**config.mk**
```make
export PLATFORM = sky130hd
export DESIGN_NAME = knob_dimmer_with_idle_fade
export DESIGN_NICKNAME = d
export VERILOG_FILES = /design/src/kdim_pkg.sv /design/src/kdim_cfg.sv /design/src/kdim_core.sv /design/src/kdim_curve.sv /design/src/knob_dimmer_with_idle_fade.sv
export VERILOG_INCLUDE_DIRS = /design/src /design/src/src
export SDC_FILE = /design/constraint.sdc
export NUM_CORES = 1
export LEC_CHECK = 0
export BUFFER_PORTS_ARGS = -buffer_cell sky130_fd_sc_hd__buf_2
export CAP_MARGIN = 40
export CORE_UTILIZATION = 50
export CTS_CLUSTER_DIAMETER = 40
export DETAILED_ROUTE_END_ITERATION = 7
export PLACE_DENSITY = 0.7
export SLEW_MARGIN = 30
export SYNTH_ARGS = -nofsm -noshare
export SYNTH_HDL_FRONTEND = slang
export SYNTH_SLANG_ARGS = --single-unit
```
**constraint.sdc**
```tcl
create_clock -name i_clk -period 7.45 [get_ports i_clk]
set_clock_uncertainty 0.05 [all_clocks]
set_input_delay 1.49 -clock i_clk [delete_from_list [all_inputs] [get_ports i_clk]]
set_output_delay 1.49 -clock i_clk [all_outputs]
set_load 0.1 [all_outputs]
```
**src/knob_dimmer_with_idle_fade_macros.svh**
```systemverilog
// Assertion macros used by the dimmer core (kdim_core).
`ifndef KNOB_DIMMER_WITH_IDLE_FADE_MACROS_SVH
`define KNOB_DIMMER_WITH_IDLE_FADE_MACROS_SVH

// Same-cycle implication.
`define KDIM_ASSERT_IMPL(lbl, ante, cons) \
    lbl: assert property (@(posedge i_clk) disable iff (!i_rst_n) (ante) |-> (cons)) \
        else $error("kdim check failed");

// Next-cycle implication.
`define KDIM_ASSERT_NEXT(lbl, ante, cons) \
    lbl: assert property (@(posedge i_clk) disable iff (!i_rst_n) (ante) |=> (cons)) \
        else $error("kdim check failed");

`endif

```
**src/kdim_pkg.sv**
```systemverilog
package kdim_pkg;

    localparam int TICK_COUNTER_BITS = 32;

    localparam int SAMPLE_W = 10;
    localparam int CFG_IDX_W = 2;
    localparam int CFG_DATA_W = 32;

    localparam logic [CFG_IDX_W-1:0] CFG_THRESHOLD   = 2'd0;
    localparam logic [CFG_IDX_W-1:0] CFG_FADE_DELAY  = 2'd1;
    localparam logic [CFG_IDX_W-1:0] CFG_SETTLE      = 2'd2;
    localparam logic [CFG_IDX_W-1:0] CFG_FADE_PERIOD = 2'd3;

    localparam logic [9:0]  RST_THRESHOLD   = 10'd8;
    localparam logic [31:0] RST_FADE_DELAY  = 32'd30000;
    localparam logic [31:0] RST_SETTLE      = 32'd3000;
    localparam logic [7:0]  RST_FADE_PERIOD = 8'd100;

    localparam logic [1:0] SEG_RED   = 2'd0;
    localparam logic [1:0] SEG_WHITE = 2'd1;
    localparam logic [1:0] SEG_GREEN = 2'd2;
    localparam logic [1:0] SEG_FULL  = 2'd3;

    typedef enum logic {
        OP_TICK   = 1'b0,
        OP_SAMPLE = 1'b1
    } t_op;

    typedef struct packed {
        logic [9:0]  threshold;
        logic [31:0] fade_delay;
        logic [31:0] settle_window;
        logic [7:0]  fade_period;
    } t_cfg;

endpackage

```
**src/kdim_cfg.sv**
```systemverilog
module kdim_cfg (
    input  logic                               i_clk,
    input  logic                               i_rst_n,
    input  logic                               i_cfg_we,
    input  logic [kdim_pkg::CFG_IDX_W-1:0]     i_cfg_idx,
    input  logic [kdim_pkg::CFG_DATA_W-1:0]    i_cfg_wdata,
    output kdim_pkg::t_cfg                     o_cfg
);
    import kdim_pkg::*;

    t_cfg r_cfg;

    always_ff @(posedge i_clk) begin
        if (!i_rst_n) begin
            r_cfg.threshold     <= RST_THRESHOLD;
            r_cfg.fade_delay    <= RST_FADE_DELAY;
            r_cfg.settle_window <= RST_SETTLE;
            r_cfg.fade_period   <= RST_FADE_PERIOD;
        end else if (i_cfg_we) begin
            unique case (i_cfg_idx)
                CFG_THRESHOLD:   r_cfg.threshold     <= i_cfg_wdata[9:0];
                CFG_FADE_DELAY:  r_cfg.fade_delay    <= i_cfg_wdata;
                CFG_SETTLE:      r_cfg.settle_window <= i_cfg_wdata;
                CFG_FADE_PERIOD: r_cfg.fade_period   <= i_cfg_wdata[7:0];
                default:         r_cfg <= r_cfg;
            endcase
        end
    end

    assign o_cfg = r_cfg;

endmodule

```
**src/kdim_core.sv**
```systemverilog
`include "knob_dimmer_with_idle_fade_macros.svh"

module kdim_core (
    input  logic                           i_clk,
    input  logic                           i_rst_n,
    input  logic                           i_step,
    input  kdim_pkg::t_op                  i_op,
    input  logic [kdim_pkg::SAMPLE_W-1:0]  i_sample,
    input  kdim_pkg::t_cfg                 i_cfg,
    output logic [kdim_pkg::SAMPLE_W-1:0]  o_level_next
);
    import kdim_pkg::*;

    logic [TICK_COUNTER_BITS-1:0] r_idle, n_idle;
    logic [SAMPLE_W-1:0]          r_ref, n_ref;
    logic [SAMPLE_W-1:0]          r_level, n_level;
    logic [7:0]                   r_fade_cnt, n_fade_cnt;

    logic signed [11:0]           w_diff;
    logic signed [11:0]           w_thr;
    logic                         w_active;
    logic [TICK_COUNTER_BITS-1:0] w_idle_eff;
    logic [TICK_COUNTER_BITS-1:0] w_idle_inc;
    logic [31:0]                  w_idle32;
    logic                         w_fade;
    logic                         w_track;
    logic [7:0]                   w_fade_inc;
    logic                         w_tick_step;
    logic                         w_smp_step;

    assign w_diff = $signed({2'b00, i_sample}) - $signed({2'b00, r_ref});
    assign w_thr  = $signed({2'b00, i_cfg.threshold});
    assign w_active = (w_diff > w_thr) || (w_diff <= -w_thr);

    assign w_idle_eff = w_active ? '0 : r_idle;
    assign w_idle_inc = r_idle + 1'b1;
    assign w_idle32   = 32'(w_idle_eff);
    assign w_fade     = w_idle32 > i_cfg.fade_delay;
    assign w_track    = w_idle32 < i_cfg.settle_window;
    assign w_fade_inc = r_fade_cnt + 8'd1;

    assign w_tick_step = i_step && (i_op == OP_TICK);
    assign w_smp_step  = i_step && (i_op == OP_SAMPLE);

    always_comb begin
        n_idle     = r_idle;
        n_ref      = r_ref;
        n_level    = r_level;
        n_fade_cnt = r_fade_cnt;
        if (i_step) begin
            unique case (i_op)
                OP_TICK: begin
                    if (r_idle != '1) begin
                        n_idle = w_idle_inc;
                    end
                end
                OP_SAMPLE: begin
                    n_idle = w_idle_eff;
                    if (w_active) begin
                        n_ref = i_sample;
                    end
                    priority if (w_fade) begin
                        if ((r_level != '0) && (w_fade_inc > i_cfg.fade_period)) begin
                            n_level    = r_level - 1'b1;
                            n_fade_cnt = '0;
                        end else begin
                            n_fade_cnt = w_fade_inc;
                        end
                    end else if (w_track) begin
                        n_level = i_sample;
                    end
                end
                default: n_idle = r_idle;
            endcase
        end
    end

    always_ff @(posedge i_clk) begin
        if (!i_rst_n) begin
            r_idle     <= '0;
            r_ref      <= '0;
            r_level    <= '0;
            r_fade_cnt <= '0;
        end else begin
            r_idle     <= n_idle;
            r_ref      <= n_ref;
            r_level    <= n_level;
            r_fade_cnt <= n_fade_cnt;
        end
    end

    assign o_level_next = n_level;

    `KDIM_ASSERT_NEXT(a_tick_counts, w_tick_step && (r_idle != '1), r_idle == $past(w_idle_inc))
    `KDIM_ASSERT_NEXT(a_tick_keeps_level, w_tick_step, $stable(r_level))
    `KDIM_ASSERT_NEXT(a_fade_one_step, w_smp_step && w_fade, ($past(r_level) - r_level) <= 10'd1)
    `KDIM_ASSERT_NEXT(a_activity_rearms, w_smp_step && w_active, (r_idle == '0) && (r_ref == $past(i_sample)))

endmodule

```
**src/kdim_curve.sv**
```systemverilog
module kdim_curve (
    input  logic [kdim_pkg::SAMPLE_W-1:0] i_level,
    output logic [31:0]                   o_grbw
);
    import kdim_pkg::*;

    logic [7:0] w_r, w_g, w_b, w_w;
    logic [7:0] w_low;

    assign w_low = i_level[7:0];

    always_comb begin
        unique case (i_level[9:8])
            SEG_RED: begin
                w_r = w_low;   w_g = 8'h00; w_b = 8'h00;            w_w = 8'h00;
            end
            SEG_WHITE: begin
                w_r = 8'hFF;   w_g = 8'h00; w_b = 8'h00;            w_w = w_low;
            end
            SEG_GREEN: begin
                w_r = 8'hFF;   w_g = w_low; w_b = {1'b0, w_low[7:1]}; w_w = 8'hFF;
            end
            SEG_FULL: begin
                w_r = ~w_low;  w_g = 8'hFF; w_b = 8'h7F;            w_w = ~w_low;
            end
            default: begin
                w_r = 8'h00;   w_g = 8'h00; w_b = 8'h00;            w_w = 8'h00;
            end
        endcase
    end

    assign o_grbw = {w_g, w_r, w_b, w_w};

endmodule

```
**src/knob_dimmer_with_idle_fade.sv**
```systemverilog
// channel  dir  handshake               contents
// s_axis   in   tvalid / tready         tdata: knob_sample; tuser: opcode
// m_axis   out  tvalid / tready         tdata: grbw_word, brightness_level
// cfg      in   i_cfg_we (no wait)      i_cfg_idx, i_cfg_wdata
//
// One item per cycle sustained unless a sample waits on a stalled output; a sample's result
// passes through the input register and then the output register, a tick gives no result.
// Ticks update the idle counter; samples update idle counter, reference, level and fade count.
// Reset (synchronous) clears the state and loads the register defaults.
// A stalled output holds the next sample in the input register; ticks still pass.
module knob_dimmer_with_idle_fade (
    input  logic                            i_clk,
    input  logic                            i_rst_n,
    input  logic                            s_axis_tvalid,
    output logic                            s_axis_tready,
    input  logic [15:0]                     s_axis_tdata,  // [9:0] knob_sample
    input  logic [0:0]                      s_axis_tuser,  // [0] opcode
    output logic                            m_axis_tvalid,
    input  logic                            m_axis_tready,
    output logic [47:0]                     m_axis_tdata,  // [31:0] grbw_word, [41:32] brightness_level
    input  logic                            i_cfg_we,
    input  logic [kdim_pkg::CFG_IDX_W-1:0]  i_cfg_idx,
    input  logic [kdim_pkg::CFG_DATA_W-1:0] i_cfg_wdata
);
    import kdim_pkg::*;

    logic                r_in_valid;
    t_op                 r_in_op;
    logic [SAMPLE_W-1:0] r_in_sample;
    logic                r_out_valid;
    logic [SAMPLE_W-1:0] r_out_level;

    t_cfg                w_cfg;
    logic                w_adv;
    logic [SAMPLE_W-1:0] w_level_next;
    logic [31:0]         w_grbw;

    assign w_adv = r_in_valid &&
                   ((r_in_op == OP_TICK) || !r_out_valid || m_axis_tready);
    assign s_axis_tready = !r_in_valid || w_adv;

    always_ff @(posedge i_clk) begin
        if (!i_rst_n) begin
            r_in_valid <= 1'b0;
        end else if (s_axis_tready) begin
            r_in_valid <= s_axis_tvalid;
        end
    end

    always_ff @(posedge i_clk) begin
        if (s_axis_tready && s_axis_tvalid) begin
            r_in_op     <= t_op'(s_axis_tuser[0]);
            r_in_sample <= s_axis_tdata[SAMPLE_W-1:0];
        end
    end

    kdim_cfg u_cfg (
        .i_clk       (i_clk),
        .i_rst_n     (i_rst_n),
        .i_cfg_we    (i_cfg_we),
        .i_cfg_idx   (i_cfg_idx),
        .i_cfg_wdata (i_cfg_wdata),
        .o_cfg       (w_cfg)
    );

    kdim_core u_core (
        .i_clk        (i_clk),
        .i_rst_n      (i_rst_n),
        .i_step       (w_adv),
        .i_op         (r_in_op),
        .i_sample     (r_in_sample),
        .i_cfg        (w_cfg),
        .o_level_next (w_level_next)
    );

    always_ff @(posedge i_clk) begin
        if (!i_rst_n) begin
            r_out_valid <= 1'b0;
        end else if (w_adv && (r_in_op == OP_SAMPLE)) begin
            r_out_valid <= 1'b1;
        end else if (m_axis_tready) begin
            r_out_valid <= 1'b0;
        end
    end

    always_ff @(posedge i_clk) begin
        if (w_adv && (r_in_op == OP_SAMPLE)) begin
            r_out_level <= w_level_next;
        end
    end

    kdim_curve u_curve (
        .i_level (r_out_level),
        .o_grbw  (w_grbw)
    );

    assign m_axis_tvalid = r_out_valid;
    assign m_axis_tdata  = {6'd0, r_out_level, w_grbw};

endmodule
```
==> metrics.txt <==
status=finished, final reports clean; placed cell count=about 1,700; WS Path Type=flip-flop to flip-flop; simple-gate portion of the synthesized area=0.240; total power=0.00221 W; Post-synth EDFFs=21; area post-placement=between 0.01 and 0.015 mm^2; total wire length=between 20,000 and 30,000 um; sequential share of power=0.429; crit path max fanout=39; Comb power frac=0.188; initial antenna violation count=0; sequential area share after synthesis=0.336; Unique masters post-synth=70; Vias per Instance=approximately 5.6; area delta synth->final=11.2%; 1st-iter DRT viols=709; most common cell after layout, fill and taps aside=nand2_1; Final period util=0.929; CTS sink cnt=165; antenna cells=0; hold_sp=u_core.r_ref[8]$_SDFFE_PN0P_; Hold Violations, Final=0; met1 GRT Util=0.316; DRT Pass-1 Iters=7; Power Internal=around 0.0015 W; HP Class=flip-flop to flip-flop; final setup violation count=0; Synth Register Bits=about 170; Reg clk slew, reported paths=roughly 70 ps; crit-path max cell delay=about 620 ps; Peak supply drop=around 0.14 mV; Synth Area in Adders=0.134; max-slew violation count=0; H-tree Lvls=4; GRT Overall Usage=0.254; Layout Cell Area excl Fill=0.0116 mm^2; xor/xnor cell area share of the yosys netlist=0.0159; P_sw=roughly 0.00070 W; leakage power=approximately 4.8 nW; row count=52; worst path bufs/invs=4; highest-delay cell along the critical path=a221oi_1; final cell count without fillers=~1,700; fillers=around 1,900; Final Critical Period=roughly 7000 ps; vias in the first global route=a little under 9,000; Synth top area share=0.276; Cell Area, Synth=about 0.010 mm^2; Core ar.=0.0204 mm^2; CTS tree=yes; DR WL/cell=approximately 16 um; post-synthesis mux area share=0.00204; synth top area cells=dfxtp_1 28%, ha_1 13%, a21oi_1 7.8%; post-route ant nets=0; main flop type after synthesis=dfxtp_1; layout cell share with drive strength beyond 1=0.112; most frequent cells in the layout=214 x nand2_1, 161 x a21oi_1, 144 x dfxtp_1, 111 x inv_1, 110 x ha_1; Worst Max-Slew Pin Slew=around 800 ps; Crit path arrival time=~7000 ps; Critical Path Source=r_in_sample[0]$_DFFE_PP_; Max-cap violations=0; M3 GR Usage=0.0406; Top Ports=106; met2 Track Usage GR=0.444; clock network fraction of design power=0.383; CP endpoint kind=flip-flop; nets@finish=1,567; multi-input logic area=approximately 0.0062 mm^2; drc violations=0; synth warn=0; global-route wire length before repair=approximately 44,000 um; cell family with most CP delay=compound AO/OA/AOI/OAI gates; FFs w/ async S/R, synth=0; busiest layer in global routing=met2; max_slew headroom=0.463; TritonCTS buffer count=17; total vias in the final route=roughly 9,500; clk_lat worst skew=roughly 430 ps; Synth Area in Compound Gates=0.197; Buffers on Ports=92; dpl hpwl=~20,000 um; largest net degree at the start of global routing=57; Yosys top cell by area=dfxtp_1; Die ar.=~0.021 mm^2; gpl congestion=approximately 0.87; Initial Utilization=0.513; Max clock buf depth=2; hold buffers post-CTS=0; Post-Route Setup TNS=0 ps; sw frac=0.316; FMAX=145 MHz; total gr overflow=0; Hold WS=around 410 ps; P per Cell Area=~190 mW/mm^2; Root Driver=clkbuf_16; unrepaired setup endpoints after global routing=no; Mapped Cells=about 1,300; CP Data Required Time=7570 ps; Die H=about 150 um; RR Startpoint=r_in_sample[0]$_DFFE_PP_; Reg area=about 0.0035 mm^2; Synth Area per Inst=roughly 8 um^2; type of origin of the critical path=flip-flop; main combinational cell family by area after synthesis=simple AND/OR/NAND/NOR gates; Die W=147 um
tightest hold or removal path, stage by stage, from the launching register on:
cell and delay (ps):
dfxtp_1 310, nand2_1 50, a21oi_1 50
registers in the layout, summed over array words and instances, names as in the netlist:
register,cells
u_core.r_level,10
r_out_level,10
u_core.r_idle,32
u_core.r_ref,10
u_cfg.o_cfg,82
m_axis_tvalid,1
u_core.r_fade_cnt,8
r_in_op,1
r_in_sample,10
r_in_valid,1
cell type report:
class,count,share of cell area
clock buffers,17,0.0366
clock inverters,15,0.0109
inverters,113,0.0366
multi-input cells,996,0.533
flip-flops and latches,165,0.302
well taps,270,0.0291
repair buffers,107,0.0510
power groups by stage:
stage | Clock [W] | Combinational [W] | Sequential (W)
floorplan | 0 | 0.000304 | 0.000975
global placement | 0 | 0.000402 | 0.000969
detailed placement | 0 | 0.000412 | 0.000968
CTS | 0.000859 | 0.000414 | 0.000949
global route | 0.000893 | 0.000459 | 0.000952
finish | 0.000847 | 0.000416 | 0.000949
synth_stat cells, types with 4 or more instances:
| cell | instances |
|---|---|
| nand2_1 | 214 |
| a21oi_1 | 162 |
| dfxtp_1 | 144 |
| inv_1 | 112 |
| ha_1 | 110 |
| nor2_1 | 80 |
| clkbuf_1 | 49 |
| nand3_1 | 46 |
| o21ai_0 | 46 |
| and2_1 | 36 |
| nor3_1 | 30 |
| nand4_1 | 27 |
| o211ai_1 | 27 |
| edfxtp_1 | 21 |
| a211oi_1 | 16 |
| buf_4 | 15 |
| nor2b_1 | 15 |
| a21o_1 | 13 |
| nor4_1 | 12 |
| or3_1 | 12 |
| and3_1 | 10 |
| nand2b_1 | 10 |
| xnor2_1 | 10 |
| o21a_1 | 9 |
| or4_1 | 9 |
| xor2_1 | 9 |
| nand4b_1 | 6 |
| o31ai_1 | 6 |
| or2_2 | 6 |
| a311oi_1 | 5 |
| a31oi_1 | 5 |
| a221oi_1 | 4 |
| o211a_1 | 4 |
layer usage:
layer / vias to the layer above / wire length (um)
met5: - / 0
met4: 0 / 600
met3: 43 / 1130
met2: 231 / 13100
met1: 4387 / 12000
li1: 4800 / -
cell families after synthesis:
group	count (synthesis)
buffers and inverters	186
AOI/OAI and AO/OA	332
muxes	2
and+or+nand+nor	525
adders and majority gates	111
other	1
DFF	165
xor gates and xnor gates	19
metrics by stage:
| stage | util | setup WS, ps |
|---|---|---|
| floorplan | - | 1530 |
| global placement | 0.541 | 568 |
| detailed placement | 0.543 | 484 |
| CTS | 0.570 | 445 |
| global route | 0.571 | 16.1 |
| finish | 0.571 | 530 |
final timing paths:
path,to,slack [ps],cells past startpoint
hold reg to reg,u_core.r_ref[8]$_SDFFE_PN0P_,410,2
hold / removal,u_core.r_ref[8]$_SDFFE_PN0P_,410,2
setup / recovery,r_out_level[1]$_DFFE_PP_,530,28
setup reg to reg,r_out_level[1]$_DFFE_PP_,530,28
timing repair:
action,4_1_cts,5_1_grt
resized for setup,0,4
setup endpoints to repair,0,21
setup buffers,0,0
(Power assumes the default switching activity.)
